===== config.mk =====
export PLATFORM = sky130hd
export DESIGN_NAME = ps2_mouse_packet_accumulator
export DESIGN_NICKNAME = d
export VERILOG_FILES = /design/src/rtl/ps2ma_pkg.sv /design/src/rtl/ps2_mouse_packet_accumulator.sv
export SDC_FILE = /design/constraint.sdc
export NUM_CORES = 1
export LEC_CHECK = 0
export BUFFER_PORTS_ARGS = -buffer_cell sky130_fd_sc_hd__clkbuf_2
export CAP_MARGIN = 10
export CORE_ASPECT_RATIO = 1.75
export CORE_MARGIN = 4
export CORE_UTILIZATION = 50
export DETAILED_ROUTE_END_ITERATION = 16
export PLACE_DENSITY_LB_ADDON = 0.05
export SYNTH_ARGS = -nofsm -noshare
export SYNTH_HDL_FRONTEND = slang
export SYNTH_SLANG_ARGS = --single-unit

===== constraint.sdc =====
create_clock -name clk -period 3 [get_ports clk]
set_input_delay 0.6 -clock clk [delete_from_list [all_inputs] [get_ports clk]]
set_output_delay 0.6 -clock clk [all_outputs]
set_load 0.01 [all_outputs]

===== src/rtl/ps2ma_pkg.sv =====
// Package for the PS/2 mouse packet accumulator: transfer types, event codes
// and header bit positions. No dependencies.
`timescale 1ns / 1ps
`default_nettype none

package ps2ma_pkg;

    localparam int unsigned TotalW = 16;

    typedef struct packed {
        logic       cmd;
        logic       data_ready;
        logic       from_aux;
        logic [7:0] rx_byte;
    } req_t;

    typedef struct packed {
        logic [2:0]               event_code;
        logic signed [TotalW-1:0] total_dx;
        logic signed [TotalW-1:0] total_dy;
        logic [2:0]               buttons;
    } rsp_t;

    localparam logic [2:0] EvStored   = 3'd0;
    localparam logic [2:0] EvApplied  = 3'd1;
    localparam logic [2:0] EvOverflow = 3'd2;
    localparam logic [2:0] EvNoData   = 3'd3;
    localparam logic [2:0] EvNotAux   = 3'd4;
    localparam logic [2:0] EvResync   = 3'd5;
    localparam logic [2:0] EvConsumed = 3'd6;

    // Header byte layout.
    localparam int unsigned HdrBtnLo   = 0;
    localparam int unsigned HdrBtnHi   = 2;
    localparam int unsigned HdrSyncBit = 3;
    localparam int unsigned HdrXSign   = 4;
    localparam int unsigned HdrYSign   = 5;
    localparam int unsigned HdrXOvf    = 6;
    localparam int unsigned HdrYOvf    = 7;

    localparam logic [1:0] PosHeader = 2'd0;
    localparam logic [1:0] PosX      = 2'd1;
    localparam logic [1:0] PosY      = 2'd2;

endpackage

`default_nettype wire


===== src/rtl/ps2_mouse_packet_accumulator.sv =====
// Every request (a controller byte or a consume command) produces exactly one response, in
// order. A request is registered on entry and its response is then registered in the
// response register, and one request can be taken every cycle; the only limit is the
// response side's stall, which backs up through the two registers. Three aux bytes form a
// packet: the header sets button levels, and unless an overflow bit is set the sign-extended
// X and negated Y motion is added to saturating ACC_WIDTH-bit totals. A consume returns the
// totals and clears them. Responses carry the totals, sign-extended or cut to 16 bits.
// Depends on ps2ma_pkg.
`timescale 1ns / 1ps
`default_nettype none

module ps2_mouse_packet_accumulator #(
    parameter int unsigned ACC_WIDTH = 16
) (
    input  wire logic           clk,
    input  wire logic           rst_n,
    input  wire logic           req_valid,
    output logic                req_stall,
    input  wire ps2ma_pkg::req_t req,
    output logic                rsp_valid,
    input  wire logic           rsp_stall,
    output ps2ma_pkg::rsp_t     rsp
);

    localparam int unsigned SumW = ACC_WIDTH + 1;
    localparam int unsigned ExtW = (ACC_WIDTH > ps2ma_pkg::TotalW) ? ACC_WIDTH
                                                                   : ps2ma_pkg::TotalW;
    localparam logic signed [ACC_WIDTH-1:0] AccMax = {1'b0, {(ACC_WIDTH-1){1'b1}}};
    localparam logic signed [ACC_WIDTH-1:0] AccMin = {1'b1, {(ACC_WIDTH-1){1'b0}}};

    // Entry register and response register.
    logic            s1_valid_reg;
    ps2ma_pkg::req_t s1_reg;
    logic            rsp_valid_reg;
    ps2ma_pkg::rsp_t rsp_reg;
    ps2ma_pkg::rsp_t rsp_next;

    // Packet and accumulator state.
    logic [1:0]                  pos_reg, pos_next;
    logic [7:0]                  hdr_reg, hdr_next;
    logic [7:0]                  xb_reg, xb_next;
    logic signed [ACC_WIDTH-1:0] sum_x_reg, sum_x_next;
    logic signed [ACC_WIDTH-1:0] sum_y_reg, sum_y_next;
    logic [2:0]                  btn_reg, btn_next;

    logic rsp_adv;
    logic s1_adv;
    logic s1_move;

    logic signed [9:0]           dx;
    logic signed [9:0]           dy_raw;
    logic signed [9:0]           dy;
    logic signed [SumW-1:0]      wide_x;
    logic signed [SumW-1:0]      wide_y;
    logic signed [ACC_WIDTH-1:0] sat_x;
    logic signed [ACC_WIDTH-1:0] sat_y;
    logic signed [ACC_WIDTH-1:0] rep_x;
    logic signed [ACC_WIDTH-1:0] rep_y;
    logic signed [ExtW-1:0]      ext_x;
    logic signed [ExtW-1:0]      ext_y;
    logic [2:0]                  code;

    assign rsp_adv   = !rsp_valid_reg || !rsp_stall;
    assign s1_adv    = !s1_valid_reg || rsp_adv;
    assign s1_move   = s1_valid_reg && rsp_adv;
    assign req_stall = !s1_adv;
    assign rsp_valid = rsp_valid_reg;
    assign rsp       = rsp_reg;

    // Packet motion, with Y negated so that positive means down.
    assign dx     = {{2{hdr_reg[ps2ma_pkg::HdrXSign]}}, xb_reg};
    assign dy_raw = {{2{hdr_reg[ps2ma_pkg::HdrYSign]}}, s1_reg.rx_byte};
    assign dy     = -dy_raw;

    assign wide_x = SumW'(sum_x_reg) + SumW'(dx);
    assign wide_y = SumW'(sum_y_reg) + SumW'(dy);

    // The sum overflowed when its two top bits disagree; the top bit gives the direction.
    assign sat_x = (wide_x[SumW-1] != wide_x[SumW-2]) ? (wide_x[SumW-1] ? AccMin : AccMax)
                                                      : wide_x[ACC_WIDTH-1:0];
    assign sat_y = (wide_y[SumW-1] != wide_y[SumW-2]) ? (wide_y[SumW-1] ? AccMin : AccMax)
                                                      : wide_y[ACC_WIDTH-1:0];

    always_comb
    begin
        pos_next   = pos_reg;
        hdr_next   = hdr_reg;
        xb_next    = xb_reg;
        sum_x_next = sum_x_reg;
        sum_y_next = sum_y_reg;
        btn_next   = btn_reg;
        code       = ps2ma_pkg::EvNoData;
        if (s1_reg.cmd)
        begin
            code       = ps2ma_pkg::EvConsumed;
            sum_x_next = '0;
            sum_y_next = '0;
        end
        else if (!s1_reg.data_ready)
        begin
            code = ps2ma_pkg::EvNoData;
        end
        else if (!s1_reg.from_aux)
        begin
            code = ps2ma_pkg::EvNotAux;
        end
        else
        begin
            case (pos_reg)
                ps2ma_pkg::PosHeader:
                begin
                    if (!s1_reg.rx_byte[ps2ma_pkg::HdrSyncBit])
                    begin
                        code = ps2ma_pkg::EvResync;
                    end
                    else
                    begin
                        hdr_next = s1_reg.rx_byte;
                        pos_next = ps2ma_pkg::PosX;
                        code     = ps2ma_pkg::EvStored;
                    end
                end
                ps2ma_pkg::PosX:
                begin
                    xb_next  = s1_reg.rx_byte;
                    pos_next = ps2ma_pkg::PosY;
                    code     = ps2ma_pkg::EvStored;
                end
                default:
                begin
                    // Third byte; an out-of-range position is treated the same way.
                    btn_next = hdr_reg[ps2ma_pkg::HdrBtnHi:ps2ma_pkg::HdrBtnLo];
                    pos_next = ps2ma_pkg::PosHeader;
                    if (hdr_reg[ps2ma_pkg::HdrXOvf] || hdr_reg[ps2ma_pkg::HdrYOvf])
                    begin
                        code = ps2ma_pkg::EvOverflow;
                    end
                    else
                    begin
                        sum_x_next = sat_x;
                        sum_y_next = sat_y;
                        code       = ps2ma_pkg::EvApplied;
                    end
                end
            endcase
        end
    end

    // A consume reports the totals from before the clear.
    assign rep_x = s1_reg.cmd ? sum_x_reg : sum_x_next;
    assign rep_y = s1_reg.cmd ? sum_y_reg : sum_y_next;
    assign ext_x = ExtW'(rep_x);
    assign ext_y = ExtW'(rep_y);

    always_comb
    begin
        rsp_next.event_code = code;
        rsp_next.total_dx   = ext_x[ps2ma_pkg::TotalW-1:0];
        rsp_next.total_dy   = ext_y[ps2ma_pkg::TotalW-1:0];
        rsp_next.buttons    = btn_next;
    end

    always_ff @(posedge clk or negedge rst_n)
    begin
        if (!rst_n)
        begin
            s1_valid_reg  <= 1'b0;
            rsp_valid_reg <= 1'b0;
            pos_reg       <= ps2ma_pkg::PosHeader;
            hdr_reg       <= '0;
            xb_reg        <= '0;
            sum_x_reg     <= '0;
            sum_y_reg     <= '0;
            btn_reg       <= '0;
        end
        else
        begin
            if (s1_adv)
            begin
                s1_valid_reg <= req_valid;
            end
            if (rsp_adv)
            begin
                rsp_valid_reg <= s1_valid_reg;
            end
            if (s1_move)
            begin
                pos_reg   <= pos_next;
                hdr_reg   <= hdr_next;
                xb_reg    <= xb_next;
                sum_x_reg <= sum_x_next;
                sum_y_reg <= sum_y_next;
                btn_reg   <= btn_next;
            end
        end
    end

    always_ff @(posedge clk)
    begin
        if (s1_adv && req_valid)
        begin
            s1_reg <= req;
        end
        if (s1_move)
        begin
            rsp_reg <= rsp_next;
        end
    end

endmodule

`default_nettype wire


==> metrics.md, run 1 <==
| Metric | Value |
|---|---|
| Crit path time final | `roughly 3.0 ns` |
| H-tree levels | `3` |
| Average size of a mapped cell | `approximately 10 sq um` |
| Main combinational cell family by area after synthesis | `compound AO/OA/AOI/OAI gates` |
| Non-Filler Instances | `around 800` |
| Die Ht | `between 150 and 200 um` |
| Via density per instance | `a little under 6` |
| Final worst-path cycle share | `99.68%` |
| Place WS | `-0.08427 ns` |
| Post-route DRC violation count | `0` |
| Final Hold Fails | `0` |
| Post-Place Cells | `just under 800` |
| Worst slew margin | `around two fifths` |
| Post-synth EDFFs | `between 40 and 50` |
| Post-synthesis xor/xnor area fraction | `between 3 and 4%` |
| Synth Area in Compound Gates | `roughly 20%` |
| Slew @ Worst Pin | `approximately 0.88 ns` |
| Die area | `between 10,000 and 15,000 sq um` |
| Worst-path fanout max | `5` |
| Worst EP arrival | `between 3 and 4 ns` |
| Worst vdd ir | `roughly 0.00038 V` |
| Initial antenna violation count | `0` |
| Inserted Clock Buffers | `9` |
| CTS Sinks | `between 100 and 150` |
| Mapped Cells | `around 570` |
| GRT Residual Overflow | `0` |
| Hold Buf Count CTS | `0` |
| Row count | `52` |
| Main flop type after synthesis | `dfrtp_1` |
| Lkg Pwr | `about 3.2 nW` |
| # nets final | `a little over 700` |
| CP endpoint kind | `flip-flop` |
| Clock skew | `roughly 0.008 ns` |
| CTS tree | `done` |
| Setup violators final | `0` |
| First-pass GRT wire length | `24,450 um` |
| WL/cell | `~19 um` |
| GRT Resource Usage Total | `23.77%` |
| Final WL | `roughly 15,000 um` |
| Worst hold margin | `0.2511 ns` |
| Largest register FFs | `38` |
| Die width | `89.65 um` |
| Register area share after synthesis | `about 48%` |
| Largest net degree at the start of global routing | `45` |
| Syn Std Cell Area | `a little under 6000 sq um` |
| Post-synth cell types | `62` |
| Yosys reg bits | `103` |
| Post-Synth Simple-Gate Area | `about an eighth` |
| Worst hold path class | `in2async` |
| Adder-cell share of the synthesized area | `under 10%` |
| RD Place Congestion | `roughly 0.93` |
| FFs w/ async S/R, synth | `roughly 52%` |
| Multiplexer area fraction after synthesis | `about 4%` |
| Core ar. | `~12,000 sq um` |
| Area Growth Syn to Fin | `20.51%` |
| RSZ-0062 raised after global routing | `yes` |
| YS warnings | `0` |
| Maximum buffer depth of the clock tree | `2` |
| Vias in the first global route | `slightly below 5,000` |
| Worst-Skew Late Latency | `between 0.3 and 0.4 ns` |
| Max Slew Vio Count | `0` |
| N_diodes | `0` |
| Routed via count | `4,730` |
| Power Dens Cells | `between 700 and 800 nW/um^2` |
| Total power | `~0.0053 W` |
| Max Cap Violations | `0` |
| Worst setup margin | `between 0.009 and 0.01 ns` |
| Worst path required time | `about 3.1 ns` |
| Port buffer count | `54` |
| Setup_tns | `0 ns` |
| TritonRoute pass-1 iters | `4` |
| Ports | `between 50 and 60` |
| Critical path class | `reg2reg` |
| HPWL after DPL | `11,580 um` |
| Initial DRC Count | `between 200 and 250` |
| Max Clock Freq | `0.3344 GHz` |
| Layout cells sized above 1 | `26.65%` |
| CP Launch Type | `flip-flop` |
| Starting Density | `just over 50%` |
| Clock transition at the registers of the reported paths | `0.08 ns` |
| Syn nets | `between 600 and 700` |
| Status | `finished, final reports clean` |
| Clk root buf | `clkbuf_16` |
| Routed Antenna Nets | `0` |
-- cell families (layout without fill, tap and decap cells) --
logic type	after synthesis	in the layout
AO/OA/AOI/OAI	174	174
XOR/XNOR	25	25
adder cells (fa/ha/maj)	34	34
buffers and inverters	37	140
flip-flops	103	103
multiplexers	20	20
AND/OR/NAND/NOR	172	172
-- layout make-up --
type / instances / area (sq um)
fillers: 989 / 4487
multi-input cells: 425 / 3002
flip-flops and latches: 103 / 2824
repair buffers: 104 / 653.1
clock buffers: 9 / 225.2
well taps: 135 / 168.9
clock inverters: 7 / 81.33
inverters: 20 / 75.07
-- per-stage QoR --
step	util, %	area [sq um]
after detailed placement	56.66	6525
after floorplan	-	5833
after global routing	61.04	7029
after CTS	59.47	6849
final	61.04	7029
after global placement	56.66	6525
-- cells in the final DEF (no fill, tap or decap), types with 6 or more instances in the layout --
| cell | instances |
|---|---|
| nand2_1 | 83 |
| nand3_1 | 15 |
| xor2_1 | 10 |
| a21oi_1 | 23 |
| nor2_1 | 38 |
| a211oi_1 | 8 |
| xnor2_1 | 15 |
| o211ai_1 | 6 |
| o21ai_1 | 33 |
| dfrtp_1 | 53 |
| edfxtp_1 | 49 |
| a21o_1 | 20 |
| o21ai_0 | 20 |
| clkbuf_2 | 54 |
| inv_1 | 18 |
| ha_1 | 31 |
| mux2_2 | 17 |
| o31ai_1 | 11 |
| clkbuf_16 | 9 |
| nand2b_1 | 7 |
| buf_4 | 48 |
-- metal layers --
layer,global-route usage [%],up-vias,part of all wire [%],wire (um)
met1,27.73,2336,39,6071
met2,42.60,93,55,8449
met4,9.463,0,3.6,557
met3,3.321,36,2.2,332
li1,-,2265,-,-
met5,0,-,0,0
-- cell usage after synthesis, drive strengths merged, types with 4 or more instances --
cell type  count  area (sq um)
nor2          38         142.6
xor2          10         87.58
nand3         15         75.07
nand2b         7         43.79
o21bai         5         37.54
xnor2         15         131.4
ha            32         400.4
or3            4         25.02
o21a           4         30.03
a211oi         8         60.06
a22o           4         35.03
nor2b          4         25.02
and3           4         30.03
clkbuf        10         37.54
o211ai         6         45.04
a21oi         33         191.4
a21o          20         150.1
o21ai         56         284.0
mux2          18         202.7
inv           19         71.32
dfrtp         54          1351
and2           4         25.02
edfxtp        49          1471
o31ai         11         82.58
buf            7         40.03
nand2         86         327.8
-- final timing paths --
| kind | slack [ns] | end | cells past startpoint | from |
|---|---|---|---|---|
| hold reg to reg | 0.48 | btn_reg[0] | 2 | btn_reg[0] |
| setup reg to reg | 0.01 | rsp[32] | 9 | sum_x_reg[0] |
| max in group asynchronous | 2.03 | hdr_reg[4] | 2 | rst_n |
| min in group clk | 0.42 | dy_raw[4] | 1 | req[4] |
| setup / recovery | 0.01 | rsp[32] | 9 | sum_x_reg[0] |
| hold / removal | 0.25 | btn_reg[0] | 1 | rst_n |
-- worst max-delay path, stage by stage, from the launching register on --
cell and delay [ns]:
dfrtp_1 0.43, ha_4 0.19, fa_2 0.42, a21oi_4 0.21, o22ai_4 0.10, a211o_1 0.34
o221a_4 0.25, nand3b_1 0.27, a21o_1 0.26, mux2_4 0.26
-- timing repair --
item	4_1_cts	5_1_grt
buffers inserted	0	6
endpoints found under the setup margin	23	48
pin swaps	0	8
gates resized for setup	4	27
endpoints found under the hold margin	0	0
-- where the power goes --
group	switching [W]	internal, W	total, W
logic	0.00131	0.000981	0.00229
registers	0.000161	0.00170	0.00186
clock network	0.000593	0.000601	0.00119
(Power assumes the default switching activity.)
==> run 2, diff against run 1 <==
--- a/config.mk
+++ b/config.mk
@@ -7,9 +7,11 @@
 export LEC_CHECK = 0
 export BUFFER_PORTS_ARGS = -buffer_cell sky130_fd_sc_hd__clkbuf_2
 export CAP_MARGIN = 10
+export CELL_PAD_IN_SITES_DETAIL_PLACEMENT = 1
+export CELL_PAD_IN_SITES_GLOBAL_PLACEMENT = 2
 export CORE_ASPECT_RATIO = 1.75
 export CORE_MARGIN = 4
-export CORE_UTILIZATION = 50
+export CORE_UTILIZATION = 35
 export DETAILED_ROUTE_END_ITERATION = 16
 export PLACE_DENSITY_LB_ADDON = 0.05
 export SYNTH_ARGS = -nofsm -noshare
==> metrics.md, run 2 (synthesized netlist as in run 1, its figures left out) <==
| Metric | Value |
|---|---|
| GRT Resource Usage Total | `19.21%` |
| CP peak stage delay | `0.39 ns` |
| Largest net degree at the start of global routing | `45` |
| Routed via count | `approximately 4,700` |
| Via density per instance | `5.175` |
| Ports | `55` |
| Design area | `about 7400 sq um` |
| Slew @ Worst Pin | `1.033 ns` |
| Final Hold Fails | `0` |
| CTS Sinks | `103` |
| Clock transition at the registers of the reported paths | `0.08 ns` |
| Maximum buffer depth of the clock tree | `2` |
| Most frequent cells in the layout | `nand2_1, buf_4, clkbuf_2` |
| Layout cells sized above 1 | `about a third` |
| Power Dens Cells | `between 700 and 800 nW/um^2` |
| Critical path class | `reg2reg` |
| Die Ht | `178.8 um` |
| Worst vdd ir | `roughly 0.00028 V` |
| Lkg Pwr | `3.330 nW` |
| CP bufs+invs | `3` |
| Row count | `62` |
| Crit path cell chain | `buf_4 > clkinvlp_4 > ha_1 > a21o_1 > a21o_1 > a21o_1 > nand3_1 > nand2_2 > mux2i_2 > buf_4 > nand2b_1 > a22o_1` |
| RSZ-0062 raised after global routing | `yes` |
| Worst-path fanout max | `9` |
| Worst EP arrival | `3.00 ns` |
| Most frequent CP cell | `a21o_1` |
| Placed Area | `just under 7000 sq um` |
| Largest register FFs | `38` |
| Max Clock Freq | `between 0.3 and 0.4 GHz` |
| CTS tree | `done` |
| TritonRoute pass-1 iters | `4` |
| Initial DRC Count | `~110` |
| Worst-Skew Late Latency | `about 0.35 ns` |
| First-pass GRT wire length | `28,320 um` |
| Area Growth Syn to Fin | `26.83%` |
| Worst hold path class | `in2async` |
| RD Place Congestion | `0.8150` |
| Max Slew Vio Count | `0` |
| Worst path required time | `approximately 3.1 ns` |
| Inserted Clock Buffers | `9` |
| Commonest non-fill, non-tap cell in the layout | `nand2_1` |
| Die area | `between 15,000 and 20,000 sq um` |
| Clock skew | `about 0.014 ns` |
| CP delay by family, top | `compound AO/OA/AOI/OAI gates` |
| H-tree levels | `3` |
| Port buffer count | `54` |
| Vias in the first global route | `about 5,300` |
| Setup violators final | `0` |
| Post-route DRC violation count | `0` |
| Initial antenna violation count | `0` |
| Status | `finished, final reports clean` |
| Crit path time final | `about 2.9 ns` |
| # nets final | `between 700 and 800` |
| Clk root buf | `clkbuf_16` |
| GRT Residual Overflow | `0` |
| Max Cap Violations | `0` |
| Starting Density | `35.64%` |
| Final worst-path cycle share | `96.84%` |
| HPWL after DPL | `13,390 um` |
| N_diodes | `0` |
| Total power | `~0.0055 W` |
| CP Launch Type | `flip-flop` |
| Hold Buf Count CTS | `0` |
| CP endpoint kind | `flip-flop` |
| Core ar. | `roughly 16,000 sq um` |
| Routed Antenna Nets | `0` |
| WL/cell | `between 15 and 20 um` |
| Final WL | `17,840 um` |
| Die width | `approximately 110 um` |
| Crit-path slowest cell | `dfrtp_2` |
| Worst slew margin | `just over 30%` |
[run 2: cell types whose count changed in the layout (fill, tap and decap cells not counted), moves of 3 or more]
cell,change
clkinvlp_4,+3
a21oi_2,+7
ha_4,+5
a21oi_4,-5
ha_1,-7
buf_4,+18
buf_12,+4
[run 2: worst paths after layout]
kind                             from    endpoint  slack [ns]  cells after the start
setup / recovery           hdr_reg[5]     rsp[10]        0.09                     12
hold / removal                  rst_n  btn_reg[2]        0.41                      1
min in group clk               req[1]   dy_raw[1]        0.42                      1
setup reg to reg           hdr_reg[5]     rsp[10]        0.09                     12
hold reg to reg            btn_reg[2]  btn_reg[2]        0.48                      2
max in group asynchronous       rst_n  hdr_reg[4]        1.79                      2
[run 2: layer usage]
layer  GRT usage [%]  vias to the layer above  wire length [um]
met2           38.13                       63             10180
li1                -                     2297                 -
met5               0                        -                 0
met4           5.402                        0               293
met1           20.95                     2360              7042
met3           2.631                       20               318
[run 2: stage by stage]
step / hold slack (ns) / setup slack, ns / TNS [ns] / util (%) / std cells
2_1_floorplan: 0.3044 / 0.1919 / 0 / - / 565
3_3_place_gp: 0.4511 / -0.002909 / -0.004086 / 41.25 / 882
3_5_place_dp: 0.4722 / -0.09177 / -0.7958 / 41.25 / 882
4_1_cts: 0.4092 / 0.01337 / 0 / 43.36 / 901
5_1_grt: 0.4018 / -0.02229 / -0.06359 / 45.20 / 916
6_report: 0.4107 / 0.09489 / 0 / 45.20 / 916
[run 2: repair_timing]
item,4_1_cts,5_1_grt
resized for setup,8,34
pin swaps,1,7
setup endpoints to repair,20,56
gates cloned,0,1
setup buffers,3,14
[run 2: power by group]
group | total, W | internal [W] | leakage, nW | switching, W
clock | 0.00117 | 0.000583 | 0.142 | 0.000583
sequential | 0.00186 | 0.00170 | 1.21 | 0.000155
combinational | 0.00253 | 0.00115 | 1.98 | 0.00137
total | 0.00555 | 0.00344 | 3.33 | 0.00211
[run 2: cell type report]
class	count	area, sq um
clock buffer	9	225.2
clock inverter	7	65.06
fill	1857	8970
inverter	20	78.83
multi-input combinational	425	3043
sequential	103	2825
tap	224	280.3
timing repair buffer	127	873.3
timing repair inverter	1	7.507
==> run 3, diff against run 2 <==
--- a/config.mk
+++ b/config.mk
@@ -13,7 +13,8 @@
 export CORE_MARGIN = 4
 export CORE_UTILIZATION = 35
 export DETAILED_ROUTE_END_ITERATION = 16
-export PLACE_DENSITY_LB_ADDON = 0.05
+export MAX_ROUTING_LAYER = met4
+export PLACE_DENSITY = 0.8
 export SYNTH_ARGS = -nofsm -noshare
 export SYNTH_HDL_FRONTEND = slang
 export SYNTH_SLANG_ARGS = --single-unit
==> metrics.md, run 3 (synthesized netlist as in run 1, its figures left out) <==
| Metric | Value |
|---|---|
| P_sw | `0.002124 W` |
| Core Util, Final | `between 40% and 50%` |
| CP delay by family, top | `compound AO/OA/AOI/OAI gates` |
| Setup violators final | `0` |
| Lkg Pwr | `3.312 nW` |
| N_diodes | `0` |
| Layout cells sized above 1 | `between 20 and 30%` |
| Logic pwr share | `about 45%` |
| Sequential Power Share | `33.6%` |
| Routed via count | `~4,800` |
| Via density per instance | `approximately 5.3` |
| CTS Sinks | `roughly 100` |
| H-tree levels | `3` |
| Worst hold path class | `in2async` |
| Setup crit start | `sum_x_reg[0]` |
| Die width | `~110 um` |
| HPWL after DPL | `around 13,000 um` |
| Starting Density | `a little over a third` |
| Worst slew margin | `39.54%` |
| Max Slew Vio Count | `0` |
| Initial antenna violation count | `0` |
| Internal power | `roughly 0.0034 W` |
| CP Launch Type | `flip-flop` |
| Row count | `between 60 and 70` |
| GRT Residual Overflow | `0` |
| Max Cap Violations | `0` |
| Place WS | `-0.09225 ns` |
| Max Clock Freq | `0.3410 GHz` |
| Status | `finished, final reports clean` |
| Worst-path fanout max | `5` |
| Clock skew | `around 0.011 ns` |
| Crit-path slowest cell | `dfrtp_1` |
| Design area | `7318 sq um` |
| RSZ-0062 raised after global routing | `yes` |
| Die area | `18,880 sq um` |
| Placed Area | `slightly below 7000 sq um` |
| Inserted Clock Buffers | `9` |
| Slew @ Worst Pin | `0.9069 ns` |
| Post-route DRC violation count | `0` |
| Setup_tns | `0 ns` |
| TritonRoute pass-1 iters | `6` |
| Worst path required time | `between 3 and 4 ns` |
| Core ar. | `about 16,000 sq um` |
| GRT Resource Usage Total | `between 10% and 20%` |
| Clock transition at the registers of the reported paths | `0.08 ns` |
| Worst setup margin | `approximately 0.068 ns` |
| First-pass GRT wire length | `27,480 um` |
| Final WL | `around 17,000 um` |
| Worst EP arrival | `3.03 ns` |
| Largest register FFs | `38` |
| Critical path class | `reg2reg` |
| Area Growth Syn to Fin | `25.46%` |
| Initial DRC Count | `~180` |
| RD Place Congestion | `around 0.83` |
| CTS tree | `done` |
| Non-Filler Instances | `between 900 and 1,000` |
| Worst vdd ir | `approximately 0.00029 V` |
| # nets final | `between 700 and 800` |
| CP peak stage delay | `0.43 ns` |
| Routed Antenna Nets | `0` |
| Final worst-path cycle share | `between 90% and 100%` |
| Post-Place Cells | `about 880` |
| Largest net degree at the start of global routing | `55` |
| Ports | `55` |
| Clk root buf | `clkbuf_16` |
| Maximum buffer depth of the clock tree | `2` |
| Power Dens Cells | `759.9 nW/um^2` |
| CP endpoint kind | `flip-flop` |
| Port buffer count | `54` |
| R2R Path Start | `sum_x_reg[0]` |
| CP bufs+invs | `0` |
| Crit path cell chain | `ha_4 > fa_2 > a21oi_4 > o22ai_4 > a211o_1 > o221a_4 > nand3b_1 > a21o_1 > mux2_4` |
| Commonest non-fill, non-tap cell in the layout | `nand2_1` |
| Layout fillers | `~1,800` |
| Sw Ratio | `between 30% and 40%` |
| Clk network pwr share | `between 20% and 30%` |
| Vias in the first global route | `5,177` |
| Worst-Skew Late Latency | `roughly 0.35 ns` |
| Final Hold Fails | `0` |
| Most frequent cells in the layout | `nand2_1, buf_4, clkbuf_2` |
| Crit path time final | `2.932 ns` |
| Hold Buf Count CTS | `0` |
| WL/cell | `19.07 um` |
| Die Ht | `178.8 um` |
[run 3: area by class of cell]
cell class | instances | area (sq um) | area share [%]
Clock buffer | 10 | 239.0 | 3.266
Clock inverter | 6 | 61.31 | 0.8377
Inverter | 20 | 75.07 | 1.026
Multi-Input combinational cell | 425 | 3038 | 41.51
Sequential cell | 103 | 2824 | 38.59
Tap cell | 224 | 280.3 | 3.830
Timing Repair Buffer | 122 | 800.8 | 10.94
[run 3: power by group through the flow]
stage          Combinational (W)  Clock, W  Sequential [W]
2_1_floorplan            0.00140         0         0.00186
3_3_place_gp             0.00212         0         0.00189
3_5_place_dp             0.00219         0         0.00190
4_1_cts                  0.00223   0.00122         0.00187
5_1_grt                  0.00275   0.00128         0.00189
6_report                 0.00250   0.00119         0.00187
[run 3: routing by layer]
metal  track usage [%]  vias up  share of wire [%]
met5                 -        -                  0
met4             6.645        0                3.3
met3             2.270       33                2.0
met2             36.40       71                 58
met1             20.36     2401                 37
li1                  -     2297                  -
[run 3: metrics by stage]
stage	total power (W)	hold WS (ns)
floorplan	0.003257	0.3044
global placement	0.004009	0.4558
detailed placement	0.004085	0.4655
CTS	0.005314	0.4112
global route	0.005919	0.4053
finish	0.005561	0.3864
[run 3: worst paths after layout]
| kind | cells after the start | slack, ns | endpoint |
|---|---|---|---|
| setup / recovery | 9 | 0.07 | rsp[32] |
| hold / removal | 2 | 0.39 | btn_reg[2] |
| setup reg to reg | 9 | 0.07 | rsp[32] |
| hold reg to reg | 2 | 0.49 | btn_reg[1] |
| max in group asynchronous | 2 | 2.08 | hdr_reg[4] |
| min in group clk | 1 | 0.42 | dy_raw[0] |
[run 3: what timing repair did]
item | in CTS | in global routing
resized for setup | 6 | 36
setup buffers | 0 | 13
pin swaps | 1 | 10
cloned | 0 | 0
setup endpoints to repair | 21 | 55
